<file path="config.mk">
export PLATFORM = sky130hd
export DESIGN_NAME = risc_integer_execute_unit_flat
export DESIGN_NICKNAME = d
export VERILOG_FILES = /design/src/rtl/rieu_pkg.sv /design/src/rtl/rieu_if.sv /design/src/rtl/rieu_front.sv /design/src/rtl/rieu_back.sv /design/src/rtl/risc_integer_execute_unit.sv /design/src/flat_wrapper.sv
export SDC_FILE = /design/constraint.sdc
export NUM_CORES = 2
export LEC_CHECK = 0
export BUFFER_PORTS_ARGS = -buffer_cell sky130_fd_sc_hd__buf_4
export CORE_MARGIN = 2
export CORE_UTILIZATION = 40
export CTS_BUF_LIST = sky130_fd_sc_hd__clkbuf_16
export DETAILED_ROUTE_END_ITERATION = 8
export GPL_TIMING_DRIVEN = 0
export SYNTH_ARGS = -nofsm -noshare
export SYNTH_HDL_FRONTEND = slang
export SYNTH_SLANG_ARGS = --single-unit
</file>
<file path="constraint.sdc">
create_clock -name clk_i -period 20.4 [get_ports clk_i]
set_input_delay 0 -clock clk_i [delete_from_list [all_inputs] [get_ports clk_i]]
set_output_delay 0 -clock clk_i [all_outputs]
set_load 0.02 [all_outputs]
</file>
<file path="src/rtl/rieu_pkg.sv">
// Package: operation codes, queue entry types and constants of the execute unit.
`timescale 1ns / 1ps
package rieu_pkg;

  localparam int unsigned QueueDepth = 2;

  typedef enum logic [5:0] {
    OP_ADD = 6'd0, OP_ADDC = 6'd1, OP_SUB = 6'd2, OP_MUL = 6'd3, OP_MULU = 6'd4,
    OP_DIV = 6'd5, OP_DIVU = 6'd6, OP_AND = 6'd7, OP_OR = 6'd8, OP_XOR = 6'd9,
    OP_MOVHI = 6'd10, OP_SLL = 6'd11, OP_SRL = 6'd12, OP_SRA = 6'd13, OP_ROR = 6'd14,
    OP_EQ = 6'd15, OP_NE = 6'd16, OP_GTS = 6'd17, OP_GES = 6'd18, OP_LTS = 6'd19,
    OP_LES = 6'd20, OP_GTU = 6'd21, OP_GEU = 6'd22, OP_LTU = 6'd23, OP_LEU = 6'd24,
    OP_EXTBS = 6'd25, OP_EXTBZ = 6'd26, OP_EXTHS = 6'd27, OP_EXTHZ = 6'd28,
    OP_CMOV = 6'd29, OP_FF1 = 6'd30, OP_FL1 = 6'd31, OP_MAC = 6'd32, OP_MSB = 6'd33,
    OP_MACRC = 6'd34
  } op_e;

  // Operation class chosen by the front end.
  typedef enum logic [2:0] {
    CL_SIMPLE, CL_MUL, CL_DIV, CL_MAC, CL_NOP
  } class_e;

  typedef enum logic [1:0] {
    ST_IDLE, ST_MUL, ST_DIV, ST_DONE
  } state_e;

  typedef struct packed {
    logic [5:0]  cmd;
    class_e      cls;
    logic [31:0] a;
    logic [31:0] b;
  } entry_t;

  typedef struct packed {
    logic [31:0] result;
    logic        writes_result;
    logic        flag_out;
    logic        carry_out;
    logic        overflow_out;
    logic        range_exception;
  } res_t;

  localparam logic [31:0] Sign32 = 32'h8000_0000;

endpackage

</file>
<file path="src/rtl/rieu_if.sv">
// Interfaces: valid/ready channels for operations and results.
`timescale 1ns / 1ps
interface rieu_in_if;
  logic        valid;
  logic        ready;
  logic [5:0]  cmd;
  logic [31:0] operand_a;
  logic [31:0] operand_b;
  modport source (output valid, cmd, operand_a, operand_b, input ready);
  modport sink (input valid, cmd, operand_a, operand_b, output ready);
endinterface

interface rieu_out_if;
  logic        valid;
  logic        ready;
  logic [31:0] result;
  logic        writes_result;
  logic        flag_out;
  logic        carry_out;
  logic        overflow_out;
  logic        range_exception;
  modport source (output valid, result, writes_result, flag_out, carry_out,
                  overflow_out, range_exception, input ready);
  modport sink (input valid, result, writes_result, flag_out, carry_out,
                overflow_out, range_exception, output ready);
endinterface

</file>
<file path="src/rtl/rieu_front.sv">
// Front end: accept operations, classify them and queue them for the back end.
`timescale 1ns / 1ps
module rieu_front
  import rieu_pkg::*;
#(
  parameter int unsigned Depth = QueueDepth
) (
  input  logic   clk_i,
  input  logic   rst_ni,
  input  logic   in_valid_i,
  output logic   in_ready_o,
  input  logic [5:0]  cmd_i,
  input  logic [31:0] a_i,
  input  logic [31:0] b_i,
  output logic   q_valid_o,
  input  logic   q_ready_i,
  output entry_t q_entry_o
);
  localparam int unsigned Aw = (Depth > 1) ? $clog2(Depth) : 1;

  entry_t        mem_q [Depth];
  logic [Aw-1:0] wp_q, rp_q;
  logic [Aw:0]   cnt_q;
  class_e        cls;
  logic          push, pop;

  // Classify the operation code.
  always_comb begin
    case (cmd_i)
      OP_MUL, OP_MULU:         cls = CL_MUL;
      OP_DIV, OP_DIVU:         cls = CL_DIV;
      OP_MAC, OP_MSB:          cls = CL_MAC;
      default: begin
        if (cmd_i <= OP_MACRC) cls = CL_SIMPLE;
        else                   cls = CL_NOP;
      end
    endcase
  end

  assign in_ready_o = (cnt_q != Depth[Aw:0]);
  assign push       = in_valid_i && in_ready_o;
  assign q_valid_o  = (cnt_q != '0);
  assign pop        = q_valid_o && q_ready_i;
  assign q_entry_o  = mem_q[rp_q];

  // Write the queue on a transfer.
  always_ff @(posedge clk_i) begin
    if (push) mem_q[wp_q] <= '{cmd: cmd_i, cls: cls, a: a_i, b: b_i};
  end

  // Advance pointers and count.
  always_ff @(posedge clk_i or negedge rst_ni) begin
    if (!rst_ni) begin
      wp_q  <= '0;
      rp_q  <= '0;
      cnt_q <= '0;
    end else begin
      if (push) wp_q <= (wp_q == Aw'(Depth - 1)) ? '0 : wp_q + 1'b1;
      if (pop)  rp_q <= (rp_q == Aw'(Depth - 1)) ? '0 : rp_q + 1'b1;
      cnt_q <= cnt_q + (Aw+1)'(push) - (Aw+1)'(pop);
    end
  end

  assert property (@(posedge clk_i) disable iff (!rst_ni) cnt_q <= Depth[Aw:0])
    else $error("queue count above depth");
  assert property (@(posedge clk_i) disable iff (!rst_ni)
    (cnt_q == '0) |-> !pop) else $error("pop from empty queue");
  assert property (@(posedge clk_i) disable iff (!rst_ni)
    push && !pop |=> cnt_q == $past(cnt_q) + 1'b1) else $error("count lost a push");
endmodule

</file>
<file path="src/rtl/rieu_back.sv">
// Back end: execute queued operations, keep flags and accumulator, hold result.
`timescale 1ns / 1ps
module rieu_back
  import rieu_pkg::*;
(
  input  logic   clk_i,
  input  logic   rst_ni,
  input  logic   trap_en_i,
  input  logic   q_valid_i,
  output logic   q_ready_o,
  input  entry_t q_entry_i,
  output logic   out_valid_o,
  input  logic   out_ready_i,
  output res_t   out_res_o
);
  state_e      st_q, st_d;
  logic        flag_q, carry_q, ovf_q;
  logic [63:0] acc_q;
  entry_t      e_q;
  res_t        res_q;
  logic        rvalid_q;
  // multiply stage: unsigned product, signed top bits derived from it
  logic [63:0] pu_q;
  logic [32:0] ps_top;
  logic        mul_ovf;
  // divider
  logic [31:0] dq_q, drem_q, dd_q;
  logic [5:0]  dcnt_q;
  logic        dneg_q;

  logic        take, fin_simple, fin_mul, fin_div;
  res_t        sres;
  logic        nflag;
  logic [63:0] nacc;
  logic [32:0] sum, diff;
  logic [31:0] ma, mb, sh_a;
  logic [4:0]  sh;
  logic [32:0] rtry;
  logic [5:0]  lo1, hi1;

  assign q_ready_o   = (st_q == ST_IDLE) && !rvalid_q;
  assign take        = q_valid_i && q_ready_o;
  assign out_valid_o = rvalid_q;
  assign out_res_o   = res_q;

  // Simple operations evaluated straight from the queue head.
  always_comb begin
    logic [31:0] a, b;
    a = q_entry_i.a;
    b = q_entry_i.b;
    sh = b[4:0];
    sum  = {1'b0, a} + {1'b0, b} +
           33'((q_entry_i.cmd == OP_ADDC) ? carry_q : 1'b0);
    diff = {1'b0, a} - {1'b0, b};
    sh_a = 32'($signed(a) >>> sh);
    lo1 = '0;
    for (int i = 31; i >= 0; i--) if (a[i]) lo1 = 6'(i + 1);
    hi1 = '0;
    for (int i = 0; i < 32; i++) if (a[i]) hi1 = 6'(i + 1);
    sres   = '{result: '0, writes_result: 1'b1, flag_out: flag_q, carry_out: carry_q,
               overflow_out: ovf_q, range_exception: 1'b0};
    nflag  = flag_q;
    nacc   = acc_q;
    case (q_entry_i.cmd)
      OP_ADD, OP_ADDC: begin
        sres.result = sum[31:0];
        sres.carry_out = sum[32];
        sres.overflow_out = ~(a[31] ^ b[31]) & (a[31] ^ sum[31]);
        sres.range_exception = trap_en_i & sres.overflow_out;
      end
      OP_SUB: begin
        sres.result = diff[31:0];
        sres.carry_out = diff[32];
        sres.overflow_out = (a[31] ^ b[31]) & (a[31] ^ diff[31]);
        sres.range_exception = trap_en_i & sres.overflow_out;
      end
      OP_AND:   sres.result = a & b;
      OP_OR:    sres.result = a | b;
      OP_XOR:   sres.result = a ^ b;
      OP_MOVHI: sres.result = {a[15:0], 16'h0};
      OP_SLL:   sres.result = a << sh;
      OP_SRL:   sres.result = a >> sh;
      OP_SRA:   sres.result = sh_a;
      OP_ROR:   sres.result = (a >> sh) | (a << (6'd32 - {1'b0, sh}));
      OP_EQ:    nflag = (a == b);
      OP_NE:    nflag = (a != b);
      OP_GTS:   nflag = $signed(a) >  $signed(b);
      OP_GES:   nflag = $signed(a) >= $signed(b);
      OP_LTS:   nflag = $signed(a) <  $signed(b);
      OP_LES:   nflag = $signed(a) <= $signed(b);
      OP_GTU:   nflag = a >  b;
      OP_GEU:   nflag = a >= b;
      OP_LTU:   nflag = a <  b;
      OP_LEU:   nflag = a <= b;
      OP_EXTBS: sres.result = {{24{a[7]}}, a[7:0]};
      OP_EXTBZ: sres.result = {24'h0, a[7:0]};
      OP_EXTHS: sres.result = {{16{a[15]}}, a[15:0]};
      OP_EXTHZ: sres.result = {16'h0, a[15:0]};
      OP_CMOV:  sres.result = flag_q ? a : b;
      OP_FF1:   sres.result = {26'h0, lo1};
      OP_FL1:   sres.result = {26'h0, hi1};
      OP_MACRC: begin
        sres.result = acc_q[31:0];
        nacc = '0;
      end
      default:  sres.writes_result = 1'b0;
    endcase
    if (q_entry_i.cmd >= OP_EQ && q_entry_i.cmd <= OP_LEU) sres.writes_result = 1'b0;
    sres.flag_out = nflag;
    ma = a[31] ? 32'(-a) : a;
    mb = b[31] ? 32'(-b) : b;
  end

  assign rtry = {drem_q, dq_q[31]} - {1'b0, dd_q};

  // Correct the unsigned product's high word for negative operands.
  assign ps_top  = {pu_q[63:32] - (e_q.a[31] ? e_q.b : 32'h0) -
                    (e_q.b[31] ? e_q.a : 32'h0), pu_q[31]};
  assign mul_ovf = (e_q.cmd == OP_MUL) && (ps_top != '0) && (ps_top != '1);

  // Next state of the sequencer.
  always_comb begin
    st_d = st_q;
    fin_simple = 1'b0;
    fin_mul = 1'b0;
    fin_div = 1'b0;
    case (st_q)
      ST_IDLE: if (take) begin
        case (q_entry_i.cls)
          CL_MUL, CL_MAC: st_d = ST_MUL;
          CL_DIV: st_d = (q_entry_i.b == '0) ? ST_IDLE : ST_DIV;
          default: st_d = ST_IDLE;
        endcase
        fin_simple = (q_entry_i.cls == CL_SIMPLE) || (q_entry_i.cls == CL_NOP) ||
                     ((q_entry_i.cls == CL_DIV) && (q_entry_i.b == '0));
      end
      ST_MUL: begin
        st_d = ST_IDLE;
        fin_mul = 1'b1;
      end
      ST_DIV: if (dcnt_q == 6'd31) begin
        st_d = ST_DONE;
      end
      ST_DONE: begin
        st_d = ST_IDLE;
        fin_div = 1'b1;
      end
      default: st_d = ST_IDLE;
    endcase
  end

  always_ff @(posedge clk_i or negedge rst_ni) begin
    if (!rst_ni) st_q <= ST_IDLE;
    else         st_q <= st_d;
  end

  // Datapath registers: operands, product, divider.
  always_ff @(posedge clk_i) begin
    if (take) begin
      e_q  <= q_entry_i;
      pu_q <= {32'h0, q_entry_i.a} * {32'h0, q_entry_i.b};
      dneg_q <= (q_entry_i.cmd == OP_DIV) && (q_entry_i.a[31] ^ q_entry_i.b[31]);
      dq_q   <= (q_entry_i.cmd == OP_DIV) ? ma : q_entry_i.a;
      dd_q   <= (q_entry_i.cmd == OP_DIV) ? mb : q_entry_i.b;
      drem_q <= '0;
      dcnt_q <= '0;
    end else if (st_q == ST_DIV) begin
      // One restoring step per cycle.
      if (!rtry[32]) begin
        drem_q <= rtry[31:0];
        dq_q   <= {dq_q[30:0], 1'b1};
      end else begin
        drem_q <= {drem_q[30:0], dq_q[31]};
        dq_q   <= {dq_q[30:0], 1'b0};
      end
      dcnt_q <= dcnt_q + 1'b1;
    end
  end

  // Flags, accumulator and result register.
  always_ff @(posedge clk_i or negedge rst_ni) begin
    if (!rst_ni) begin
      flag_q <= 1'b0; carry_q <= 1'b0; ovf_q <= 1'b0;
      acc_q <= '0; rvalid_q <= 1'b0; res_q <= '0;
    end else begin
      if (rvalid_q && out_ready_i) rvalid_q <= 1'b0;
      if (fin_simple) begin
        rvalid_q <= 1'b1;
        flag_q   <= nflag;
        acc_q    <= nacc;
        if (q_entry_i.cls == CL_DIV) begin
          res_q <= '{result: '0, writes_result: 1'b0, flag_out: flag_q,
                     carry_out: 1'b1, overflow_out: 1'b0, range_exception: trap_en_i};
          carry_q <= 1'b1;
          ovf_q   <= 1'b0;
        end else begin
          res_q   <= sres;
          carry_q <= sres.carry_out;
          ovf_q   <= sres.overflow_out;
        end
      end
      if (fin_mul) begin
        if (e_q.cls == CL_MAC) begin
          acc_q <= (e_q.cmd == OP_MAC) ? acc_q + {{32{pu_q[31]}}, pu_q[31:0]}
                                      : acc_q - {{32{pu_q[31]}}, pu_q[31:0]};
          res_q <= '{result: '0, writes_result: 1'b0, flag_out: flag_q,
                     carry_out: carry_q, overflow_out: ovf_q, range_exception: 1'b0};
        end else begin
          carry_q <= (pu_q[63:32] != '0);
          ovf_q   <= mul_ovf;
          res_q <= '{result: pu_q[31:0], writes_result: 1'b1, flag_out: flag_q,
                     carry_out: (pu_q[63:32] != '0), overflow_out: mul_ovf,
                     range_exception: trap_en_i && mul_ovf};
        end
        rvalid_q <= 1'b1;
      end
      if (fin_div) begin
        carry_q <= 1'b0;
        ovf_q   <= 1'b0;
        res_q <= '{result: dneg_q ? 32'(-dq_q) : dq_q, writes_result: 1'b1,
                   flag_out: flag_q, carry_out: 1'b0, overflow_out: 1'b0,
                   range_exception: 1'b0};
        rvalid_q <= 1'b1;
      end
    end
  end

  assert property (@(posedge clk_i) disable iff (!rst_ni)
    take |-> !rvalid_q && (st_q == ST_IDLE)) else $error("take while busy");
  assert property (@(posedge clk_i) disable iff (!rst_ni)
    (st_q == ST_DIV) |-> !rvalid_q) else $error("result pending during divide");
  assert property (@(posedge clk_i) disable iff (!rst_ni)
    rvalid_q && !out_ready_i |=> rvalid_q) else $error("result dropped");
endmodule

</file>
<file path="src/rtl/risc_integer_execute_unit.sv">
// Top level of the integer execute unit: front queue and back end.
//   channel | dir | handshake   | payload
//   in_ch   | in  | valid/ready | cmd, operand_a, operand_b
//   out_ch  | out | valid/ready | result, flags, range_exception
//   cfg     | in  | we only     | overflow_trap_enable
// From input transfer to result: the front queue, then simple operations and divide by
// zero finish when the back end takes them, multiply and mac pass the product register,
// and divide runs 32 restoring steps in the divider. One operation at a time runs in the
// back end and the next one starts the cycle after its result transfers; the front queue
// of QueueDepth entries keeps accepting while not full. Reset clears flags, accumulator,
// queue and trap enable. A stalled result holds the back end until it is taken.
`timescale 1ns / 1ps
module risc_integer_execute_unit
  import rieu_pkg::*;
#(
  parameter int unsigned Depth = QueueDepth
) (
  input  logic clk_i,
  input  logic rst_ni,
  input  logic cfg_we_i,
  input  logic cfg_wdata_i,
  rieu_in_if.sink    in_ch,
  rieu_out_if.source out_ch
);
  logic   trap_en_q;
  logic   qv, qr;
  entry_t qe;
  res_t   r;

  // Hold the trap enable register.
  always_ff @(posedge clk_i or negedge rst_ni) begin
    if (!rst_ni)       trap_en_q <= 1'b0;
    else if (cfg_we_i) trap_en_q <= cfg_wdata_i;
  end

  rieu_front #(.Depth(Depth)) u_front (
    .clk_i, .rst_ni, .in_valid_i(in_ch.valid), .in_ready_o(in_ch.ready),
    .cmd_i(in_ch.cmd), .a_i(in_ch.operand_a), .b_i(in_ch.operand_b),
    .q_valid_o(qv), .q_ready_i(qr), .q_entry_o(qe));

  rieu_back u_back (
    .clk_i, .rst_ni, .trap_en_i(trap_en_q), .q_valid_i(qv), .q_ready_o(qr),
    .q_entry_i(qe), .out_valid_o(out_ch.valid), .out_ready_i(out_ch.ready),
    .out_res_o(r));

  assign out_ch.result          = r.result;
  assign out_ch.writes_result   = r.writes_result;
  assign out_ch.flag_out        = r.flag_out;
  assign out_ch.carry_out       = r.carry_out;
  assign out_ch.overflow_out    = r.overflow_out;
  assign out_ch.range_exception = r.range_exception;
endmodule

</file>
<file path="src/flat_wrapper.sv">
// flat-port wrapper written by rule: the top's interface ports become plain ports
module risc_integer_execute_unit_flat import rieu_pkg::*;
#(
  parameter int unsigned Depth = QueueDepth
)
  (clk_i, rst_ni, cfg_we_i, cfg_wdata_i, in_ch_valid, in_ch_cmd, in_ch_operand_a, in_ch_operand_b, in_ch_ready, out_ch_valid, out_ch_result, out_ch_writes_result, out_ch_flag_out, out_ch_carry_out, out_ch_overflow_out, out_ch_range_exception, out_ch_ready);
  rieu_in_if in_ch_i ();
  rieu_out_if out_ch_i ();
  input  logic clk_i;
  input  logic rst_ni;
  input  logic cfg_we_i;
  input  logic cfg_wdata_i;
  input wire logic [$bits(in_ch_i.valid)-1:0] in_ch_valid;
  input wire logic [$bits(in_ch_i.cmd)-1:0] in_ch_cmd;
  input wire logic [$bits(in_ch_i.operand_a)-1:0] in_ch_operand_a;
  input wire logic [$bits(in_ch_i.operand_b)-1:0] in_ch_operand_b;
  output wire logic [$bits(in_ch_i.ready)-1:0] in_ch_ready;
  output wire logic [$bits(out_ch_i.valid)-1:0] out_ch_valid;
  output wire logic [$bits(out_ch_i.result)-1:0] out_ch_result;
  output wire logic [$bits(out_ch_i.writes_result)-1:0] out_ch_writes_result;
  output wire logic [$bits(out_ch_i.flag_out)-1:0] out_ch_flag_out;
  output wire logic [$bits(out_ch_i.carry_out)-1:0] out_ch_carry_out;
  output wire logic [$bits(out_ch_i.overflow_out)-1:0] out_ch_overflow_out;
  output wire logic [$bits(out_ch_i.range_exception)-1:0] out_ch_range_exception;
  input wire logic [$bits(out_ch_i.ready)-1:0] out_ch_ready;
  assign in_ch_i.valid = in_ch_valid;
  assign in_ch_i.cmd = in_ch_cmd;
  assign in_ch_i.operand_a = in_ch_operand_a;
  assign in_ch_i.operand_b = in_ch_operand_b;
  assign in_ch_ready = in_ch_i.ready;
  assign out_ch_valid = out_ch_i.valid;
  assign out_ch_result = out_ch_i.result;
  assign out_ch_writes_result = out_ch_i.writes_result;
  assign out_ch_flag_out = out_ch_i.flag_out;
  assign out_ch_carry_out = out_ch_i.carry_out;
  assign out_ch_overflow_out = out_ch_i.overflow_out;
  assign out_ch_range_exception = out_ch_i.range_exception;
  assign out_ch_i.ready = out_ch_ready;
  risc_integer_execute_unit #(.Depth(Depth)) u_core (.clk_i(clk_i), .rst_ni(rst_ni), .cfg_we_i(cfg_we_i), .cfg_wdata_i(cfg_wdata_i), .in_ch(in_ch_i), .out_ch(out_ch_i));
endmodule
</file>
== After elaboration in Yosys (flattened, before gate mapping) ==
Memory sizes are Yosys's and may differ from the RTL's.
Index checks and enable logic that the tools add are counted.

* Register bits after elaboration: 352
* Memory bits (writable): 146
* Output and inout port bits: 39
* Word-level logic and storage cells: 276
* Memories: 1

* $add $sub $neg: 17
* $mul: 1
* Order comparisons: 11
* Equality and inequality tests: 52
* Shift operators: 4
* Mux-type cells: 121
* Bitwise operators: 12
* Reductions and logical operators: 31

{| class="wikitable"
|+ Memory list
! name !! words !! bits a word !! read ports !! clocked after memory_dff !! write ports !! RTL line !! source
|-
| u_core.u_front.mem_q || 2 || 73 || 1 || 0 || 1 || rieu_front.sv:21 || <nowiki>entry_t mem_q [Depth];</nowiki>
|}

{| class="wikitable"
|+ Operator list
! operator !! number
|-
| $pmux 32 s18 || 1
|-
| $mux 6 || 63
|-
| $mux 32 || 11
|-
| $mux 64 || 5
|-
| $mux 37 || 5
|-
| $eq 6x5->1 const B || 17
|-
| $neg 32->32 || 3
|-
| $add 64x64->64 || 1
|-
| $ge 32x32->1 || 2
|-
| $gt 32x32->1 || 2
|-
| $le 32x32->1 || 2
|-
| $lt 32x32->1 || 2
|-
| $mul 32x32->64 || 1
|-
| $or 32x32->32 || 2
|-
| $sub 32x32->32 || 2
|-
| $sub 64x64->64 || 1
|-
| $eq 6x4->1 const B || 8
|-
| $add 32x32->33 || 1
|-
| $add 33x1->33 || 1
|-
| $ne 33x33->1 const B || 1
|-
| $reduce_bool 33->1 || 1
|-
| $sub 32x32->33 || 1
|-
| $sub 33x32->33 || 1
|-
| $and 32x32->32 || 1
|-
| 51 further kinds || 114
|}

== Logic depth before layout (Yosys ltp) ==
An unclocked memory read counts as a cell.

* Depth in word-level cells: 38
* Gate-level depth with buffers: 39
* Gate-level depth less buffers: 31

== Cells and area by module ==
Synthesis repeated with hierarchy kept, for this count alone.

* Cell total of the unflattened synthesis: 7784
* Area, all modules: 68589.5 sq um

{| class="wikitable"
|+ By module, submodules not included
! module !! instances !! cells each !! area each (sq um)
|-
| rieu_back || 1 || 7525 || 63014.2
|-
| rieu_front || 1 || 257 || 5535.3
|-
| risc_integer_execute_unit || 1 || 2 || 40.0
|}

== Worst setup path after synthesis ==
No wires, ideal clock.

* Kind: flip-flop to flip-flop
* Start point: reg u_core.u_front.rp_q
* End point: reg u_core.u_back.pu_q[57], data pin
* Arrival: 9.152 ns
* Slack: 10.978 ns
* Cell stages (with the launch flop): 38
* Buffers on the path: 8
* Clock period less this slack: 9.422 ns
* Cells stage by stage: dfrtp_1 > buf_2 > buf_6 > buf_6 > buf_4 > mux2i_1 > inv_1 > clkbuf_1 > buf_1 > clkbuf_1 > clkbuf_1 > nand2_1 > fa_1 > inv_1 > fa_1 > inv_1 > fa_1 > inv_1 > (+2 left out) > fa_1 > inv_1 > fa_1 > fa_1 > inv_1 > fa_1 > inv_1 > ha_1 > nand3_1 > nor2_1 > nand2_1 > a2111oi_0 > o2111ai_1 > a211oi_1 > o21ai_0 > a21oi_1 > mux2i_1 > o2111ai_1

{| class="wikitable"
|+ RTL lines
! element !! RTL line !! source
|-
| start: declaration || rieu_front.sv:22 || <nowiki>logic [Aw-1:0] wp_q, rp_q;</nowiki>
|-
| start signal: assignment || rieu_front.sv:59 || <nowiki>if (pop) rp_q <= (rp_q == Aw'(Depth - 1)) ? '0 : rp_q + 1'b1;</nowiki>
|-
| end signal: assignment || rieu_back.sv:161 || <nowiki>pu_q <= {32'h0, q_entry_i.a} * {32'h0, q_entry_i.b};</nowiki>
|-
| end: declaration || rieu_back.sv:23 || <nowiki>logic [63:0] pu_q;</nowiki>
|}

==> flow_metrics.py <==
metrics = {
    "status": {
        "outcome": "finished with violations",
        "failed_checks": "capacitance limit, slew limit",
    },
    "setup_path": {
        "slowest_stage": "clkinv_1",
        "r2r_cells": 35,
        "reg2reg_from": "u_core.u_front.rp_q$_DFFE_PN0P_",
        "max_stage_delay_ps": 1260,
        "cpLargestDelayFamily": "buffers and inverters",
        "worstSetupStartpointType": "flip-flop",
        "crit_path_max_fanout": 12,
        "ff2ff_setup_slack_ps": 5210,
        "crit_path_end_kind": "flip-flop",
        "setup.worst_path.class": "flip-flop to flip-flop",
        "required_ps": 20870,
        "path_buf_inv": 13,
        "reg2reg_to": "u_core.u_back.pu_q[58]$_DFFE_PP_",
        "worstPathArrival_ps": 15660,
    },
    "final_layout": {
        "fin_nets": 9758,
        "multiInputGateArea_sq_mm": 0.0503,
        "final_util_pct": 45.1,
        "seq_area_sq_mm": 0.0132,
        "final_common_cell": "nand2_1",
        "final_cell_mix": "nand2_1 (1263), inv_1 (1185), fa_1 (932)",
        "n_fill_cell": 17162,
        "layout-drive-gt1-share_pct": 6.20,
        "area_growth_pct": 11.9,
        "stdcell_count": 10670,
    },
    "floorplan": {
        "core_sq_mm": 0.172,
        "io_pins": 115,
        "die_y_microns": 420,
        "die_w_microns": 420,
        "start_util_pct": 40.3,
        "row_count": 152,
        "dieArea_sq_mm": 0.177,
    },
    "drt": {
        "drt_wl_total_mm": 413,
        "viasPerCell": 6.34,
        "drt_iter0_markers": 9102,
        "drc": 0,
        "wl_per_cell_microns": 38.7,
        "vias": 67690,
        "first_pass_iters": 8,
        "drtAntennaViolNets": 0,
    },
    "timing": {
        "min_period_ps": 15190,
        "tightestPinTransition_ps": 1730,
        "hold_violations": 0,
        "fin_crit_sh_pct": 74.5,
        "fin_worst_skew_ps": 54.2,
        "setup_viol": 0,
        "grt_setup_unrepaired": "false",
        "max_slew_margin_pct": -16.6,
        "slew_viol_final": 270,
        "setup_tns_ps": 0,
        "fmax_mhz": 65.8,
    },
    "yosys": {
        "ys.flop_type": "edfxtp_1",
        "synthTopCellsByArea": "fa_1 (27%), edfxtp_1 (15%), ha_1 (8.4%)",
        "async_reset_ff_share_pct": 17.2,
        "syn_area_sq_mm": 0.0693,
        "yosysTopAreaCell": "fa_1",
        "synth_fp_nets": 9413,
        "synth_top_area_share_pct": 26.9,
        "synth_warnings": 0,
        "synth_cell_types": 100,
        "ys_seq_area_share_pct": 19.0,
        "ys_ff_latch": 465,
        "synth_edf_count": 347,
        "synthCells": 7941,
        "syn_area_per_cell_sq_um": 8.73,
    },
    "clock_network": {
        "clk_pin_slew_ps": 60,
        "cts_buffers": 59,
        "cts_root_buf": "clkbuf_16",
        "cts_tree": "yes",
        "cts.htree.levels": 2,
        "cts_num_sinks": 465,
        "cts_buffer_depth": 3,
        "cts_setup_buffers": 0,
        "clock_latency_ps": 770,
    },
    "grt": {
        "grt_overflow": 0,
        "grt_pass1_vias": 66443,
        "grt_max_degree": 81,
        "track_usage_pct": 46.5,
        "grt_antenna_before_repair": 63,
        "grt_pass1_wl_mm": 555,
    },
    "placement": {
        "io_buffers": 114,
        "dp_hpwl_mm": 330,
        "place_inst": 10419,
        "gp_congestion": 1.11,
    },
    "worst_hold_path": {
        "hp-class": "primary input to asynchronous set/reset pin",
    },
    "flow_run": {
        "drv_cap": 29,
    },
}
-- cell usage after synthesis (all sizes together) (63+ instances only) --
master  instances
a21o          100
buf           127
fa            932
nor3           90
mux2i         258
xor2           63
nand3          97
nand2        1263
xnor2         209
ha            464
edfxtp        347
a21oi         374
dfrtp          80
o21ai         383
nor2          571
inv          1180
clkbuf        321
-- worst max-delay path by stage --
| stage | cells past startpoint | slack [ps] | start | to |
|---|---|---|---|---|
| 2_1_floorplan | 37 | 10980 | u_core.u_front.rp_q$_DFFE_PN0P_ | u_core.u_back.pu_q[57]$_DFFE_PP_ |
| 3_3_place_gp | 34 | 3800 | u_core.u_front.rp_q$_DFFE_PN0P_ | u_core.u_back.pu_q[63]$_DFFE_PP_ |
| 3_5_place_dp | 36 | 6080 | u_core.u_front.rp_q$_DFFE_PN0P_ | u_core.u_back.pu_q[63]$_DFFE_PP_ |
| 4_1_cts | 38 | 6020 | u_core.u_front.rp_q$_DFFE_PN0P_ | u_core.u_back.pu_q[63]$_DFFE_PP_ |
| 5_1_grt | 35 | 5690 | u_core.u_front.rp_q$_DFFE_PN0P_ | u_core.u_back.pu_q[58]$_DFFE_PP_ |
| 6_report | 35 | 5210 | u_core.u_front.rp_q$_DFFE_PN0P_ | u_core.u_back.pu_q[58]$_DFFE_PP_ |
-- metrics by stage --
| stage | hold WS, ps | worst slack (ps) | instance area [sq um] |
|---|---|---|---|
| global route | 18.1 | 5690 | 77500 |
| detailed placement | 188 | 6080 | 74300 |
| global placement | 185 | 3800 | 73100 |
| finish | 12.5 | 5210 | 77600 |
| floorplan | -296 | 10980 | 69300 |
| CTS | 1.62 | 6020 | 77500 |
-- per-layer routing --
metal	global-route usage [%]	part of all wire [%]	wire length [microns]	up-vias
li1	-	-	-	27075
met1	60.0	39	161000	34452
met2	65.0	40	166000	4852
met3	17.2	13	53300	1261
met4	29.7	7.8	32100	50
met5	0.834	0.18	751	-
-- timing repair --
action	CTS	global route
setup endpoints to repair	0	0
endpoints found under the hold margin	276	0
gates resized for setup	0	0
hold buffers	113	0
-- flip-flops by register name, indices dropped and copies added, names as in the netlist --
register and count:
u_core.u_back.out_valid_o 1, u_core.u_back.ovf_q 1, u_core.u_back.dd_q 31, u_core.u_back.dq_q 32, u_core.u_front.cnt_q 2, u_core.u_back.dneg_q 1, u_core.u_front.mem_q 146, u_core.u_back.out_res_o 37
u_core.u_back.pu_q 64, u_core.trap_en_q 1, u_core.u_back.e_q 73, u_core.u_front.rp_q 1, u_core.u_back.st_q 2, u_core.u_back.flag_q 1, u_core.u_back.dcnt_q 6, u_core.u_back.drem_q 32
u_core.u_back.carry_q 1, u_core.u_back.acc_q 32, u_core.u_front.wp_q 1
-- area by class of cell --
| cell class | count | share of cell area, % |
|---|---|---|
| Inverter | 1190 | 5.76 |
| Timing Repair Buffer | 284 | 3.63 |
| Tap cell | 2310 | 3.73 |
| Antenna cell | 26 | 0.0839 |
| Clock inverter | 48 | 0.631 |
| Clock buffer | 61 | 1.97 |
| Multi-Input combinational cell | 5838 | 64.8 |
| Buffer | 448 | 2.41 |
| Sequential cell | 465 | 17.0 |
-- worst reg2reg max path, delay by kind of cell (launching register included) --
family / cells / cell delay [ps]
fa+ha+maj: 10 / 4270
simple gates: 5 / 1400
mux: 1 / 720
buf+inv: 13 / 5220
xor+xnor: 1 / 100
compound gates: 5 / 2870
flops: 1 / 330
-- cells by family after synthesis --
group                      synth area share (%)
AOI/OAI and AO/OA                          14.2
xor gates and xnor gates                   3.46
buffers and inverters                      9.03
muxes                                      4.48
adders and majority gates                  35.3
DFF                                        19.0
and+or+nand+nor                            14.6
Power is not shown: default switching activity piles up to over one toggle a cycle in this logic, so the estimate is an artifact.
